$ cat config.mk
export PLATFORM = sky130hd
export DESIGN_NAME = run_length_byte_encoder_flat
export DESIGN_NICKNAME = d
export VERILOG_FILES = /design/src/hw/rtl/rlbe_pkg.sv /design/src/hw/rtl/rlbe_raw_if.sv /design/src/hw/rtl/rlbe_coded_if.sv /design/src/hw/rtl/rlbe_encoder.sv /design/src/hw/rtl/rlbe_serializer.sv /design/src/hw/rtl/run_length_byte_encoder.sv /design/src/flat_wrapper.sv
export SDC_FILE = /design/constraint.sdc
export NUM_CORES = 1
export LEC_CHECK = 0
export ABC_CLOCK_PERIOD_IN_PS = 4350
export BUFFER_PORTS_ARGS = -buffer_cell sky130_fd_sc_hd__buf_2
export CAP_MARGIN = 5
export CORE_MARGIN = 2
export CORE_UTILIZATION = 31
export CTS_BUF_LIST = sky130_fd_sc_hd__clkbuf_8
export CTS_CLUSTER_DIAMETER = 50
export DETAILED_ROUTE_END_ITERATION = 12
export GPL_ROUTABILITY_DRIVEN = 0
export GPL_TIMING_DRIVEN = 0
export PLACE_DENSITY = 0.49
export SLEW_MARGIN = 25
export SYNTH_ARGS = -nofsm -noshare
export SYNTH_HDL_FRONTEND = slang
export SYNTH_SLANG_ARGS = --single-unit
$ cat constraint.sdc
create_clock -name clk -period 4.35 [get_ports clk]
set_input_delay 0.435 -clock clk [delete_from_list [all_inputs] [get_ports clk]]
set_output_delay 0.435 -clock clk [all_outputs]
set_load 0.03 [all_outputs]
$ cat src/hw/rtl/rlbe_pkg.sv
`default_nettype none

package rlbe_pkg;

    // Largest count of extra copies held in one run
    localparam logic [3:0] MAX_REPEAT = 4'd9;

    localparam logic [7:0] ESCAPE_MARK = 8'h24;
    localparam logic [7:0] DIGIT_ZERO  = 8'h30;

    localparam logic [31:0] TOTAL_MAX = 32'hFFFF_FFFF;

    // One encoded run: up to three bytes, left aligned
    typedef struct packed {
        logic [2:0][7:0] sym;
        logic [1:0]      len;
    } run_t;

    // Bytes caused by one input beat: a closed run and a flushed run
    typedef struct packed {
        logic [5:0][7:0] bytes;
        logic [2:0]      len;
        logic            flush;
    } burst_t;

    function automatic run_t encode_run(input logic [7:0] value, input logic [3:0] count);
        run_t r;
        r = '0;
        r.sym[0] = value;
        if (count > 4'd1)
        begin
            r.sym[1] = ESCAPE_MARK;
            r.sym[2] = DIGIT_ZERO + {4'b0000, count};
            r.len    = 2'd3;
        end
        else if (count == 4'd1)
        begin
            r.sym[1] = value;
            r.len    = 2'd2;
        end
        else
        begin
            r.len = 2'd1;
        end
        return r;
    endfunction

endpackage

`default_nettype wire

$ cat src/hw/rtl/rlbe_raw_if.sv
`default_nettype none

interface rlbe_raw_if;
    logic       valid;
    logic       ready;
    logic [7:0] in_byte;
    logic       end_of_stream;

    modport source (output valid, output in_byte, output end_of_stream, input ready);
    modport sink   (input valid, input in_byte, input end_of_stream, output ready);
endinterface

`default_nettype wire

$ cat src/hw/rtl/rlbe_coded_if.sv
`default_nettype none

interface rlbe_coded_if;
    logic        valid;
    logic        ready;
    logic [7:0]  out_byte;
    logic        last_of_burst;
    logic [31:0] total_written;

    modport source (output valid, output out_byte, output last_of_burst,
                    output total_written, input ready);
    modport sink   (input valid, input out_byte, input last_of_burst,
                    input total_written, output ready);
endinterface

`default_nettype wire

$ cat src/hw/rtl/rlbe_encoder.sv
`default_nettype none

module rlbe_encoder (
    input  wire logic            clk,
    input  wire logic            rst_n,
    input  wire logic            accept,
    input  wire logic [7:0]      in_byte,
    input  wire logic            end_of_stream,
    output rlbe_pkg::burst_t     burst
);
    import rlbe_pkg::*;

    logic       have_reg, have_next;
    logic [7:0] pend_reg, pend_next;
    logic [3:0] rep_reg,  rep_next;

    logic       extend;
    logic [1:0] len_a;
    logic [1:0] len_b;
    logic [7:0] new_pend;
    logic [3:0] new_rep;
    run_t       run_a;
    run_t       run_b;

    // Decide whether the beat extends the run or closes it
    always_comb
    begin
        extend   = have_reg && (in_byte == pend_reg) && (rep_reg < MAX_REPEAT);
        run_a    = encode_run(pend_reg, rep_reg);
        len_a    = (have_reg && !extend) ? run_a.len : 2'd0;
        new_pend = extend ? pend_reg : in_byte;
        new_rep  = extend ? rep_reg + 4'd1 : 4'd0;
        run_b    = encode_run(new_pend, new_rep);
        len_b    = end_of_stream ? run_b.len : 2'd0;
    end

    // Pack the closed run and the flushed run back to back
    always_comb
    begin
        burst = '0;
        burst.bytes[2:0] = run_a.sym;
        case (len_a)
            2'd0:    burst.bytes[2:0] = run_b.sym;
            2'd1:    burst.bytes[3:1] = run_b.sym;
            2'd2:    burst.bytes[4:2] = run_b.sym;
            default: burst.bytes[5:3] = run_b.sym;
        endcase
        burst.len   = {1'b0, len_a} + {1'b0, len_b};
        burst.flush = end_of_stream;
    end

    // Advance the run state on each accepted beat; clear it after a flush
    always_comb
    begin
        have_next = have_reg;
        pend_next = pend_reg;
        rep_next  = rep_reg;
        if (accept)
        begin
            if (end_of_stream)
            begin
                have_next = 1'b0;
                pend_next = 8'd0;
                rep_next  = 4'd0;
            end
            else
            begin
                have_next = 1'b1;
                pend_next = new_pend;
                rep_next  = new_rep;
            end
        end
    end

    always_ff @(posedge clk or negedge rst_n)
    begin
        if (!rst_n)
        begin
            have_reg <= 1'b0;
            pend_reg <= 8'd0;
            rep_reg  <= 4'd0;
        end
        else
        begin
            have_reg <= have_next;
            pend_reg <= pend_next;
            rep_reg  <= rep_next;
        end
    end

endmodule

`default_nettype wire

$ cat src/hw/rtl/rlbe_serializer.sv
`default_nettype none

module rlbe_serializer (
    input  wire logic             clk,
    input  wire logic             rst_n,
    input  wire logic             load,
    input  wire rlbe_pkg::burst_t burst,
    output logic                  load_ok,
    rlbe_coded_if.source          coded
);
    import rlbe_pkg::*;

    burst_t      burst_reg, burst_next;
    logic        busy_reg,  busy_next;
    logic [2:0]  idx_reg,   idx_next;
    logic [31:0] total_reg, total_next;

    logic        fire;
    logic        last;

    // Present the byte under the index
    always_comb
    begin
        last                = (idx_reg == burst_reg.len - 3'd1);
        fire                = busy_reg && coded.ready;
        load_ok             = !busy_reg || (fire && last);
        coded.valid         = busy_reg;
        coded.out_byte      = burst_reg.bytes[idx_reg];
        coded.last_of_burst = last;
        coded.total_written = total_reg;
    end

    // Step through the burst; take the next one as the last beat leaves
    always_comb
    begin
        burst_next = burst_reg;
        busy_next  = busy_reg;
        idx_next   = idx_reg;
        total_next = total_reg;
        if (fire)
        begin
            if (last && burst_reg.flush)
                total_next = 32'd1;
            else if (total_reg != TOTAL_MAX)
                total_next = total_reg + 32'd1;
        end
        if (load && load_ok)
        begin
            burst_next = burst;
            busy_next  = 1'b1;
            idx_next   = 3'd0;
        end
        else if (fire && last)
        begin
            busy_next = 1'b0;
        end
        else if (fire)
        begin
            idx_next = idx_reg + 3'd1;
        end
    end

    always_ff @(posedge clk or negedge rst_n)
    begin
        if (!rst_n)
        begin
            busy_reg  <= 1'b0;
            idx_reg   <= 3'd0;
            total_reg <= 32'd1;
        end
        else
        begin
            busy_reg  <= busy_next;
            idx_reg   <= idx_next;
            total_reg <= total_next;
        end
    end

    // Hold the burst payload
    always_ff @(posedge clk)
    begin
        burst_reg <= burst_next;
    end

endmodule

`default_nettype wire

$ cat src/hw/rtl/run_length_byte_encoder.sv
// Run-length byte encoder with a '$' escape marker.
// Channel raw takes one byte a beat with end_of_stream marking the final
// byte of a stream. Channel coded gives the encoded bytes one a beat, with
// last_of_burst on the final byte caused by one raw beat and total_written
// counting bytes of the current stream (saturating at all ones).
// A raw beat causes zero to four coded bytes. The first of them appears on
// coded in the cycle after the raw beat is taken; the rest follow one per
// cycle while coded is ready.
// Throughput: one raw beat per cycle while each beat causes at most one
// coded byte and coded is ready. Otherwise raw waits until the serialiser has
// the last byte of the current burst taken, so output runs at one byte per
// cycle while coded is ready, set by the single output register stage.
// A raw beat causing no byte is accepted whenever the serialiser can load.
// Reset clears the run state, empties the output stage and restarts the
// byte count. If coded stalls, the current byte holds and raw stays held
// off until the last byte of the held burst is taken.
`default_nettype none

module run_length_byte_encoder (
    input  wire logic    clk,
    input  wire logic    rst_n,
    rlbe_raw_if.sink     raw,
    rlbe_coded_if.source coded
);
    import rlbe_pkg::*;

    burst_t burst;
    logic   load_ok;
    logic   accept;

    // Take a raw beat whenever the serialiser can load a burst
    assign raw.ready = load_ok;
    assign accept    = raw.valid && load_ok;

    rlbe_encoder u_encoder (
        .clk           (clk),
        .rst_n         (rst_n),
        .accept        (accept),
        .in_byte       (raw.in_byte),
        .end_of_stream (raw.end_of_stream),
        .burst         (burst)
    );

    rlbe_serializer u_serializer (
        .clk     (clk),
        .rst_n   (rst_n),
        .load    (accept && (burst.len != 3'd0)),
        .burst   (burst),
        .load_ok (load_ok),
        .coded   (coded)
    );

endmodule

`default_nettype wire

$ cat src/flat_wrapper.sv
// flat-port wrapper written by rule: the top's interface ports become plain ports
module run_length_byte_encoder_flat import rlbe_pkg::*;
  (clk, rst_n, raw_valid, raw_in_byte, raw_end_of_stream, raw_ready, coded_valid, coded_out_byte, coded_last_of_burst, coded_total_written, coded_ready);
  rlbe_raw_if raw_i ();
  rlbe_coded_if coded_i ();
  input  wire logic clk;
  input  wire logic rst_n;
  input wire logic [$bits(raw_i.valid)-1:0] raw_valid;
  input wire logic [$bits(raw_i.in_byte)-1:0] raw_in_byte;
  input wire logic [$bits(raw_i.end_of_stream)-1:0] raw_end_of_stream;
  output wire logic [$bits(raw_i.ready)-1:0] raw_ready;
  output wire logic [$bits(coded_i.valid)-1:0] coded_valid;
  output wire logic [$bits(coded_i.out_byte)-1:0] coded_out_byte;
  output wire logic [$bits(coded_i.last_of_burst)-1:0] coded_last_of_burst;
  output wire logic [$bits(coded_i.total_written)-1:0] coded_total_written;
  input wire logic [$bits(coded_i.ready)-1:0] coded_ready;
  assign raw_i.valid = raw_valid;
  assign raw_i.in_byte = raw_in_byte;
  assign raw_i.end_of_stream = raw_end_of_stream;
  assign raw_ready = raw_i.ready;
  assign coded_valid = coded_i.valid;
  assign coded_out_byte = coded_i.out_byte;
  assign coded_last_of_burst = coded_i.last_of_burst;
  assign coded_total_written = coded_i.total_written;
  assign coded_i.ready = coded_ready;
  run_length_byte_encoder u_core (.clk(clk), .rst_n(rst_n), .raw(raw_i), .coded(coded_i));
endmodule
Word level (Yosys, flattened, before mapping). Cells that the tools add are included.

Flip-flop bits (word level): 101. Output and inout port bits: 43. Input port bits: 13.

$lt $le $gt $ge: 4. Equality and inequality tests: 8. Reductions and logical operators: 21. Mux-type cells: 31. $add $sub $neg: 7.

Operators with widths (count): 32-bit 2-to-1 mux (2); 8-bit 2-to-1 mux (8); 8-bit one-hot mux with 3 select lines (2); 32-bit by 1-bit adder with 32-bit output (second input constant) (1); 32-bit inequality test (second input constant) (1); 8-bit one-hot mux with 2 select lines (2); 8-bit binary-select mux with 3-bit select (1); 6-bit by 4-bit adder with 7-bit output (first input constant) (2); 7-bit 2-to-1 mux (2); 2-bit 2-to-1 mux (6); 1-bit logical AND (9); 3-bit 2-to-1 mux (3); 4-bit by 1-bit equality test with 1-bit output (second input constant) (2); 8-bit equality test (1); 4-bit by 1-bit > comparator with 1-bit output (second input constant) (2); 4-bit 2-to-1 mux (2); 2-bit nonzero test (3); 4-bit by 1-bit adder with 4-bit output (second input constant) (1); 3-bit by 4-bit < comparator with 1-bit output (second input constant) (1); 4-bit < comparator (second input constant) (1); 2-bit AND reduction (2); 2-bit by 2-bit adder with 3-bit output (1); 3-bit by 1-bit adder with 3-bit output (second input constant) (1); 3-bit equality test (1); other kinds (11) (14).

Depth between registers and ports, before layout. Gate-level depths: netlist of run 1.

Depth in word-level cells: 14. Depth in mapped cells: 13. Depth with buffers taken out: 12.

Modules after synthesis. From an unflattened synthesis of run 1, not the netlist that was laid out.

Cells, all modules: 497. Area total of the unflattened synthesis: 5505.3 um2.

Modules (own cells, without submodules): rlbe_serializer (instances 1, cells each 325, area an instance 4085.2 um2); rlbe_encoder (instances 1, cells each 170, area an instance 1403.8 um2); run_length_byte_encoder (instances 1, cells each 2, area an instance 16.3 um2).

Worst setup path after synthesis of run 1. OpenSTA, ideal clock, no wires.

Path type: reg2reg. Start: register u_core.u_encoder.rep_reg[0]. End: register u_core.u_serializer.burst_reg[0] in the netlist's numbering (enable). Arrival time: 3.012 ns. Setup slack: 0.955 ns. Stages on the path, launching flop included: 12. Required time: 3.967 ns. Path buffers: 1. Path through: dfrtp_1 -> inv_1 -> ha_1 -> nand2b_1 -> a21oi_1 -> nand4_1 -> clkbuf_1 -> o21a_1 -> ha_1 -> fa_1 -> o31ai_2 -> inv_2.

RTL lines: start: declaration (RTL line rlbe_encoder.sv:15) `logic [3:0] rep_reg, rep_next;`; start signal: assignment (RTL line rlbe_encoder.sv:87) `rep_reg <= rep_next;`; end signal: assignment (RTL line rlbe_serializer.sv:82) `burst_reg <= burst_next;`; end: declaration (RTL line rlbe_serializer.sv:13) `burst_t burst_reg, burst_next;`.

==> impl_results.md, run 1 <==
- CP Capture Type: flip-flop
- CTS Sinks: 98
- Slew @ Worst Pin: ~0.8 ns
- First-pass GRT wire length: 21250 microns
- Drt drc: 0
- Vias post-DR: ~4000
- Fin crit period: between 3 and 4 ns
- Relative slew slack: 0.4648
- Worst path most repeated cell: ha_1
- Num CTS Buffers: 9
- CP required: approximately 4.4 ns
- Tightest Hold Check Type: input port to async pin
- Synthesized instance count: between 400 and 500
- Max Root-Sink Buffers: 2
- Post-Place Cells: 760
- Most frequent cells in the layout: buf_2 (54), edfxtp_1 (49), dfrtp_1 (48), a21oi_1 (31), nand2_1 (24)
- Gr usage total: 0.1510
- Flops & latches, synth: 98
- Final instance area: around 6000 sq um
- Largest net degree at the start of global routing: 53
- RSZ-0062 raised after global routing: no
- Clk_lat worst skew: 0.38 ns
- Mean Syn Cell Area: 11.07 sq um
- CTS tree: done
- Leak Pwr: between 2 and 2.5 nW
- Cell Chain, Critical Path: inv_1 > ha_1 > nand2b_1 > a21oi_1 > nand4_1 > clkbuf_1 > o21a_1 > ha_1 > fa_1 > o31ai_2 > inv_4
- Placed inst area: roughly 5800 sq um
- Drt via density: 5.146
- Mapped Area: approximately 5200 sq um
- Sequential element share of the synthesized area: 0.5153
- Clk_skew: between 0.008 and 0.009 ns
- Die H: roughly 130 microns
- Synth Flop Type: edfxtp_1
- Layout Nets: ~570
- Antenna violations before repair: 0
- Vias in the first global route: between 3000 and 4000
- Share of post-route cells with drive strength above 1: 0.1960
- Final Hold Vio Count: 0
- Status: finished, final reports clean
- TritonRoute pass-1 iters: 6
- Post-CTS Setup Bufs: 0
- Total gr overflow: 0
- Ys Warns: 0
- Max Slew Vio Count: 0
- Post-route ant nets: 0
- Final worst-path cycle share: 0.8705
- First DRT Iteration DRCs: 217
- DIE AREA: 17950 sq um
- Async S/R FF share, synth: 0.5000
- Commonest non-fill, non-tap cell in the layout: buf_2
- Dpl hpwl: 9068 microns
- Cell variety after synth: 63
- # IOs: between 50 and 60
- Final std cells w/o fill: approximately 780
- Critical path class: flip-flop to flip-flop
- Diode count: 0
- Largest stage delay on the critical path: roughly 0.47 ns
- CTS root buffer: clkbuf_8
- Routed wire length: approximately 13000 microns
- Maximum VDD drop: roughly 0.25 mV
- Crit path max-delay cell type: dfrtp_1
- Worst Path Arrival: 3.84 ns
- EDFF count, synth: about 50
- DR WL/cell: approximately 17 microns
- Buf/Inv on CP: 3
- Fmax: roughly 260 MHz
- Final setup vio count: 0
- Pwr dens: 518.9 nW/um^2
- # rows: 47
- Max cap viols: 0
- Clock slew at reported path FFs: 0.10 ns
- Starting Density: 0.3170
- Max reg flops: 49
- CP delay by family, top: adder cells
- Core Footprint: 16520 sq um
- Worst-path fanout max: 52
- CP startpoint kind: flip-flop
- Port bufs: 55
- Chip Width: ~130 microns
- Setup tns final: 0 ns
- H-tree depth: 3
- Area grow syn2layout: 14.69%
logic make-up after synthesis:
| kind of cell | Yosys count | share of synthesized area |
|---|---|---|
| AO/OA/AOI/OAI | 113 | 0.1398 |
| buffers and inverters | 41 | 0.03655 |
| AND/OR/NAND/NOR | 168 | 0.1873 |
| multiplexers | 29 | 0.07214 |
| other | 1 | 0.0007160 |
| flip-flops | 98 | 0.5153 |
| adder cells (fa/ha/maj) | 8 | 0.02054 |
| XOR/XNOR | 15 | 0.02771 |
worst register-to-register path: stages, from the launching register on:
cell and delay (ns):
dfrtp_1 0.47, inv_1 0.21, ha_1 0.24, nand2b_1 0.07, a21oi_1 0.18, nand4_1 0.37
clkbuf_1 0.35, o21a_1 0.24, ha_1 0.18, fa_1 0.46, o31ai_2 0.35, inv_4 0.30
report_power, final:
| group | total (W) | internal [W] | switching (W) |
|---|---|---|---|
| combinational | 0.00126 | 0.000472 | 0.000790 |
| clock | 0.000544 | 0.000206 | 0.000338 |
| sequential | 0.00131 | 0.00119 | 0.000119 |
| total | 0.00312 | 0.00187 | 0.00125 |
layout make-up:
class / instances / area, sq um
plain buffers: 20 / 112.6
clock buffers: 9 / 123.9
clock inverters: 7 / 45.04
fillers: 1644 / 10520
inverters: 21 / 81.33
multi-input cells: 346 / 2392
flip-flops and latches: 98 / 2699
well taps: 220 / 275.3
repair buffers: 55 / 277.8
final timing paths:
check                                                                start                                     endpoint  slack [ns]  depth (start not counted)
worst max register to register                 u_core.u_encoder.rep_reg[0]            u_core.u_serializer.burst_reg[40]        0.56                         11
worst max-delay path                           u_core.u_encoder.rep_reg[0]            u_core.u_serializer.burst_reg[40]        0.56                         11
worst min register to register  u_core.u_serializer.coded.total_written[0]   u_core.u_serializer.coded.total_written[0]        0.53                          1
worst min-delay path                                                 rst_n  u_core.u_serializer.coded.total_written[13]        0.09                          1
max in group asynchronous                                            rst_n  u_core.u_serializer.coded.total_written[11]        3.81                          1
min in group clk                                         raw_end_of_stream                    u_core.u_encoder.have_reg        0.34                          2
synth_stat cells (8+ instances only):
library cell / number / area (sq um)
nand4_1: 8 / 50.05
a21oi_1: 31 / 155.2
dfrtp_1: 48 / 1201
mux2_2: 9 / 101.4
nand3_1: 21 / 105.1
or3_1: 22 / 137.6
inv_1: 20 / 75.07
o21ai_0: 22 / 110.1
nor2b_1: 12 / 75.07
clkbuf_1: 11 / 41.29
nor3_1: 10 / 50.05
xor2_1: 12 / 105.1
edfxtp_1: 49 / 1471
mux2i_1: 13 / 130.1
o31ai_1: 8 / 60.06
nor2_1: 19 / 71.32
nand2_1: 24 / 90.09
and3_1: 15 / 93.84
o22ai_1: 8 / 50.05
metal layers:
| layer | vias to the layer above | track usage | wire length [microns] |
|---|---|---|---|
| met1 | 1959 | 0.2140 | 6301 |
| met3 | 12 | 0.02003 | 399 |
| met2 | 72 | 0.2382 | 6006 |
| li1 | 1950 | - | - |
| met5 | - | 0 | 0 |
| met4 | 0 | 0.05319 | 194 |
stage by stage:
stage	util	total power (W)	setup slack, ns	hold WS, ns
2_1_floorplan	-	0.002231	0.9551	0.1394
3_3_place_gp	0.3530	0.002584	0.2089	0.5087
3_5_place_dp	0.3531	0.002607	0.1192	0.5181
4_1_cts	0.3634	0.003163	0.1983	0.1046
5_1_grt	0.3635	0.003322	0.2982	0.1407
6_report	0.3635	0.003117	0.5632	0.08537
what timing repair did:
action / CTS / global route
hold buffers: 0 / 0
endpoints found under the setup margin: 0 / 52
resized for setup: 0 / 1
Power figures use the tool's default switching activity.
==> run 2, diff against run 1 <==
--- a/config.mk
+++ b/config.mk
@@ -8,6 +8,8 @@
 export ABC_CLOCK_PERIOD_IN_PS = 4350
 export BUFFER_PORTS_ARGS = -buffer_cell sky130_fd_sc_hd__buf_2
 export CAP_MARGIN = 5
+export CELL_PAD_IN_SITES_DETAIL_PLACEMENT = 2
+export CELL_PAD_IN_SITES_GLOBAL_PLACEMENT = 2
 export CORE_MARGIN = 2
 export CORE_UTILIZATION = 31
 export CTS_BUF_LIST = sky130_fd_sc_hd__clkbuf_8
@@ -15,7 +17,7 @@
 export DETAILED_ROUTE_END_ITERATION = 12
 export GPL_ROUTABILITY_DRIVEN = 0
 export GPL_TIMING_DRIVEN = 0
-export PLACE_DENSITY = 0.49
+export PLACE_DENSITY = 0.67
 export SLEW_MARGIN = 25
 export SYNTH_ARGS = -nofsm -noshare
 export SYNTH_HDL_FRONTEND = slang
==> constraint.sdc (replaced) <==
create_clock -name clk -period 4.35 [get_ports clk]
set_input_delay 0.6525 -clock clk [delete_from_list [all_inputs] [get_ports clk]]
set_output_delay 0.6525 -clock clk [all_outputs]
set_load 0.03 [all_outputs]
==> impl_results.md, run 2 (synthesis results as in run 1) <==
- Largest net degree at the start of global routing: between 50 and 60
- Share of post-route cells with drive strength above 1: 0.1960
- Layout Nets: approximately 570
- Final Hold Vio Count: 0
- Clk_lat worst skew: about 0.39 ns
- Final worst-path cycle share: 0.9123
- Die H: ~130 microns
- Clk_skew: ~0.018 ns
- Final setup vio count: 0
- Max Slew Vio Count: 0
- Most frequent cells in the layout: buf_2 (54), edfxtp_1 (49), dfrtp_1 (48), a21oi_1 (31), nand2_1 (24)
- CTS Sinks: 98
- Worst Setup EP: u_core.u_serializer.burst_reg[46]
- Num CTS Buffers: 9
- Chip Width: between 100 and 150 microns
- Antenna violations before repair: 0
- Status: finished, final reports clean
- Fillers: between 1500 and 2000
- Gr usage total: 0.1774
- Vias in the first global route: roughly 4500
- # IOs: between 50 and 60
- Final Power: 0.003223 W
- Port bufs: 55
- CP startpoint kind: flip-flop
- Dpl hpwl: 10940 microns
- Drt drc: 0
- Total gr overflow: 0
- Diode count: 0
- Reg-to-Reg Start: u_core.u_encoder.rep_reg[0]
- Cell count of the worst reg-to-reg path: 11
- CTS tree: done
- Fmax: around 250 MHz
- Commonest non-fill, non-tap cell in the layout: buf_2
- First DRT Iteration DRCs: 93
- Worst-path fanout max: between 50 and 60
- Leak Pwr: between 2 and 2.5 nW
- Core Footprint: between 15000 and 20000 sq um
- CP Capture Type: flip-flop
- Post-route ant nets: 0
- CTS root buffer: clkbuf_8
- Worst Path Arrival: between 4 and 5 ns
- Maximum VDD drop: around 0.28 mV
- Clock slew at reported path FFs: 0.11 ns
- Fin crit period: ~4 ns
- Post-CTS Setup Bufs: 0
- Max cap viols: 0
- Pwr dens: roughly 530 nW/um^2
- Post-Place Cells: 760
- FF-to-FF End: u_core.u_serializer.burst_reg[46]
- DIE AREA: 17950 sq um
- H-tree depth: 3
- # rows: 47
- Starting Density: 0.3170
- Area grow syn2layout: 15.17%
- Final std cells w/o fill: a little under 800
- Critical path class: flip-flop to flip-flop
- Setup crit start: u_core.u_encoder.rep_reg[0]
- Max reg flops: 49
- Vias post-DR: 4122
- CP required: 4.40 ns
- DR WL/cell: about 20 microns
- Tightest Hold Check Type: input port to async pin
- RSZ-0062 raised after global routing: no
- TritonRoute pass-1 iters: 4
- First-pass GRT wire length: around 25000 microns
- Drt via density: approximately 5.3
- Routed wire length: about 15000 microns
- Slew @ Worst Pin: around 0.84 ns
- Relative slew slack: 0.4370
- Max Root-Sink Buffers: 2
- R2R setup slack: approximately 0.38 ns
run 2: cell types whose count changed in the layout (fill, tap and decap cells not counted), sizes merged:
| cell | previous run | this run |
|---|---|---|
| bufinv | 0 | 1 |
| inv | 22 | 21 |
run 2: final cells by class:
class | instances | area [sq um] | area share
multi-input combinational | 346 | 2392 | 0.3966
buffer | 20 | 112.6 | 0.01867
inverter | 21 | 81.33 | 0.01348
clock buffer | 9 | 123.9 | 0.02054
tap | 220 | 275.3 | 0.04563
clock inverter | 7 | 70.07 | 0.01162
sequential | 98 | 2699 | 0.4474
timing repair buffer | 55 | 277.8 | 0.04605
run 2: metal layers:
layer	vias up	track usage	wire, microns
li1	1930	-	-
met4	0	0.05792	190
met1	2143	0.2400	7299
met3	10	0.02079	328
met5	-	0	0
met2	39	0.2974	7318
run 2: per-stage QoR:
step           hold WS (ns)  area, sq um  TNS, ns  setup WS, ns  utilization
2_1_floorplan        0.3569         5283        0        0.7617            -
3_3_place_gp         0.5060         5833   -4.652       -0.1004       0.3530
3_5_place_dp         0.5187         5836   -11.44       -0.2297       0.3531
4_1_cts              0.3201         6030        0       0.03926       0.3649
5_1_grt              0.3471         6032        0       0.06970       0.3650
6_report             0.3016         6032        0        0.3814       0.3650
run 2: how the worst min path moves through the flow:
stage                                               start                                           to  cells after the start
3_3_place_gp   u_core.u_serializer.coded.total_written[0]   u_core.u_serializer.coded.total_written[0]                      1
6_report                                            rst_n  u_core.u_serializer.coded.total_written[13]                      1
3_5_place_dp   u_core.u_serializer.coded.total_written[0]   u_core.u_serializer.coded.total_written[0]                      1
2_1_floorplan                                       rst_n                    u_core.u_encoder.have_reg                      0
5_1_grt                                             rst_n  u_core.u_serializer.coded.total_written[13]                      1
4_1_cts                                             rst_n  u_core.u_serializer.coded.total_written[21]                      1
run 2: what timing repair did:
action,in CTS,in global routing
endpoints found under the setup margin,0,52
gates resized for setup,0,1
hold buffers,0,0
run 2: critical path, cell delays in order, from the launching register on:
cell,delay (ns)
dfrtp_1,0.47
inv_1,0.23
ha_1,0.25
nand2b_1,0.07
a21oi_1,0.21
nand4_1,0.42
clkbuf_1,0.37
o21a_1,0.25
ha_1,0.18
fa_1,0.47
o31ai_2,0.36
inv_4,0.31
run 2: power breakdown:
part | total [W] | internal (W) | switching (W)
registers | 0.00132 | 0.00119 | 0.000126
clock network | 0.000610 | 0.000264 | 0.000346
logic | 0.00129 | 0.000473 | 0.000821
total | 0.00322 | 0.00193 | 0.00129
==> run 3, diff against run 2 <==
--- a/config.mk
+++ b/config.mk
@@ -18,6 +18,7 @@
 export GPL_ROUTABILITY_DRIVEN = 0
 export GPL_TIMING_DRIVEN = 0
 export PLACE_DENSITY = 0.67
+export RECOVER_POWER = 50
 export SLEW_MARGIN = 25
 export SYNTH_ARGS = -nofsm -noshare
 export SYNTH_HDL_FRONTEND = slang
==> impl_results.md, run 3 (synthesis results as in run 1) <==
- Diode count: 0
- Tightest Hold Check Type: flip-flop to flip-flop
- Area grow syn2layout: 13.74%
- Total gr overflow: 0
- Final instance area: between 5000 and 6000 sq um
- Clock slew at reported path FFs: ~0.1 ns
- Status: finished, violations left
- Clk_lat worst skew: 0.39 ns
- CP Capture Type: flip-flop
- Layout Nets: around 570
- Max reg flops: a little under 50
- Final worst-path cycle share: 0.9157
- Hold_sp: u_core.u_serializer.coded.total_written[0]
- Worst-path fanout max: 52
- Drt drc: 0
- Hold_buf cts: 0
- CTS Sinks: between 90 and 100
- Met1 Track Usage GR: 0.2400
- Num CTS Buffers: 9
- Vias post-DR: 4123
- Worst Path Arrival: 4.00 ns
- Fin crit period: between 3 and 4 ns
- CTS tree: done
- Core Footprint: approximately 17000 sq um
- Clk_skew: 0.01606 ns
- WHS: around 0.58 ns
- Gr usage total: 0.1774
- Max Slew Vio Count: 50
- Routed wire length: between 15000 and 20000 microns
- Drt via density: ~5.3
- Fillers: ~1800
- Post-route ant nets: 0
- H-tree depth: 3
- Busiest grt layer: met2
- Max cap viols: 1
- Share of post-route cells with drive strength above 1: 0.1187
- RSZ-0062 raised after global routing: no
- DIE AREA: approximately 18000 sq um
- Final setup vio count: 0
- Setup crit start: u_core.u_encoder.rep_reg[0]
- Failing checks: capacitance limit, slew limit
- Max Root-Sink Buffers: 2
- Most frequent cells in the layout: clkbuf_1 (51), edfxtp_1 (49), dfrtp_1 (48), a21oi_1 (31), nand2_1 (24)
- Setup tns final: 0 ns
- Reg-to-Reg Start: u_core.u_encoder.rep_reg[0]
- # IOs: 56
- First DRT Iteration DRCs: 85
- Slew @ Worst Pin: just under 3 ns
- Relative slew slack: -0.9476
- Starting Density: 0.3170
- Placed inst area: 5836 sq um
- Chip Width: 134.0 microns
- Maximum VDD drop: ~0.27 mV
- Vias in the first global route: 4474
- Antenna violations before repair: 0
- Critical path class: flip-flop to flip-flop
- CTS root buffer: clkbuf_8
- Largest net degree at the start of global routing: 53
- Final Hold Vio Count: 0
- Dpl hpwl: ~11000 microns
- CP startpoint kind: flip-flop
- Pwr dens: around 540 nW/um^2
- Grt met3 use: 0.02079
- Routing usage on met2: 0.2974
- Leak Pwr: 2.312 nW
- # rows: 47
- Final core utilization: 0.3605
- Port bufs: 55
- First-pass GRT wire length: 24880 microns
- CP required: between 4 and 5 ns
- TritonRoute pass-1 iters: 4
- Fmax: approximately 250 MHz
- Die H: 134.0 microns
- Commonest non-fill, non-tap cell in the layout: clkbuf_1
- DR WL/cell: 19.54 microns
-- run 3: cell types whose count changed in the layout (fill, tap and decap cells not counted), sizes merged --
cell / delta
buf: -40
clkbuf: +40
-- run 3: what timing repair did --
| action | CTS | global route |
|---|---|---|
| buffers inserted | 0 | 0 |
| hold endpoints to repair | 0 | 0 |
| gates resized for setup | 0 | 1 |
| endpoints found under the setup margin | 0 | 52 |
-- run 3: worst paths after layout --
path	endpoint	slack, ns	depth (start not counted)
max	u_core.u_serializer.burst_reg[46]	0.37	11
min reg2reg	u_core.u_serializer.coded.total_written[0]	0.58	1
min	u_core.u_serializer.coded.total_written[0]	0.58	1
max in group asynchronous	u_core.u_serializer.coded.total_written[29]	1.50	1
max reg2reg	u_core.u_serializer.burst_reg[46]	0.37	11
min in group asynchronous	u_core.u_serializer.coded.total_written[13]	1.21	1
-- run 3: routing by layer --
layer	part of all wire	routed length (microns)	up-vias
met5	0	0	-
met4	0.014	209	0
met3	0.026	387	11
met2	0.48	7250	47
met1	0.48	7314	2134
li1	-	-	1931
-- run 3: worst max-delay path: stages, from the launching register on --
cell and delay [ns]:
dfrtp_1 0.46, inv_1 0.23, ha_1 0.24, nand2b_1 0.07
a21oi_1 0.21, nand4_1 0.42, clkbuf_1 0.37, o21a_1 0.25
ha_1 0.18, fa_1 0.52, o31ai_2 0.10, inv_4 0.51
-- run 3: report_power, final --
part           total (W)  switching [W]  internal, W
Combinational    0.00127       0.000820     0.000447
Sequential       0.00132       0.000126      0.00119
Clock           0.000608       0.000344     0.000264
Total            0.00319        0.00129      0.00190
-- run 3: through the flow --
step	total power [W]	cells	worst slack [ns]
2_1_floorplan	0.002231	485	0.7617
3_3_place_gp	0.002593	760	-0.1004
3_5_place_dp	0.002653	760	-0.2297
4_1_cts	0.003281	776	0.03926
5_1_grt	0.003396	776	0.05805
6_report	0.003193	776	0.3665
-- run 3: layout make-up --
class                           count  area (sq um)  area share
Buffer                             20         90.09     0.01512
Clock buffer                        9         123.9     0.02079
Clock inverter                      7         70.07     0.01176
Inverter                           21         81.33     0.01365
Multi-Input combinational cell    346          2387      0.4008
Sequential cell                    98          2699      0.4531
Tap cell                          220         275.3     0.04621
Timing Repair Buffer               55         230.2     0.03865
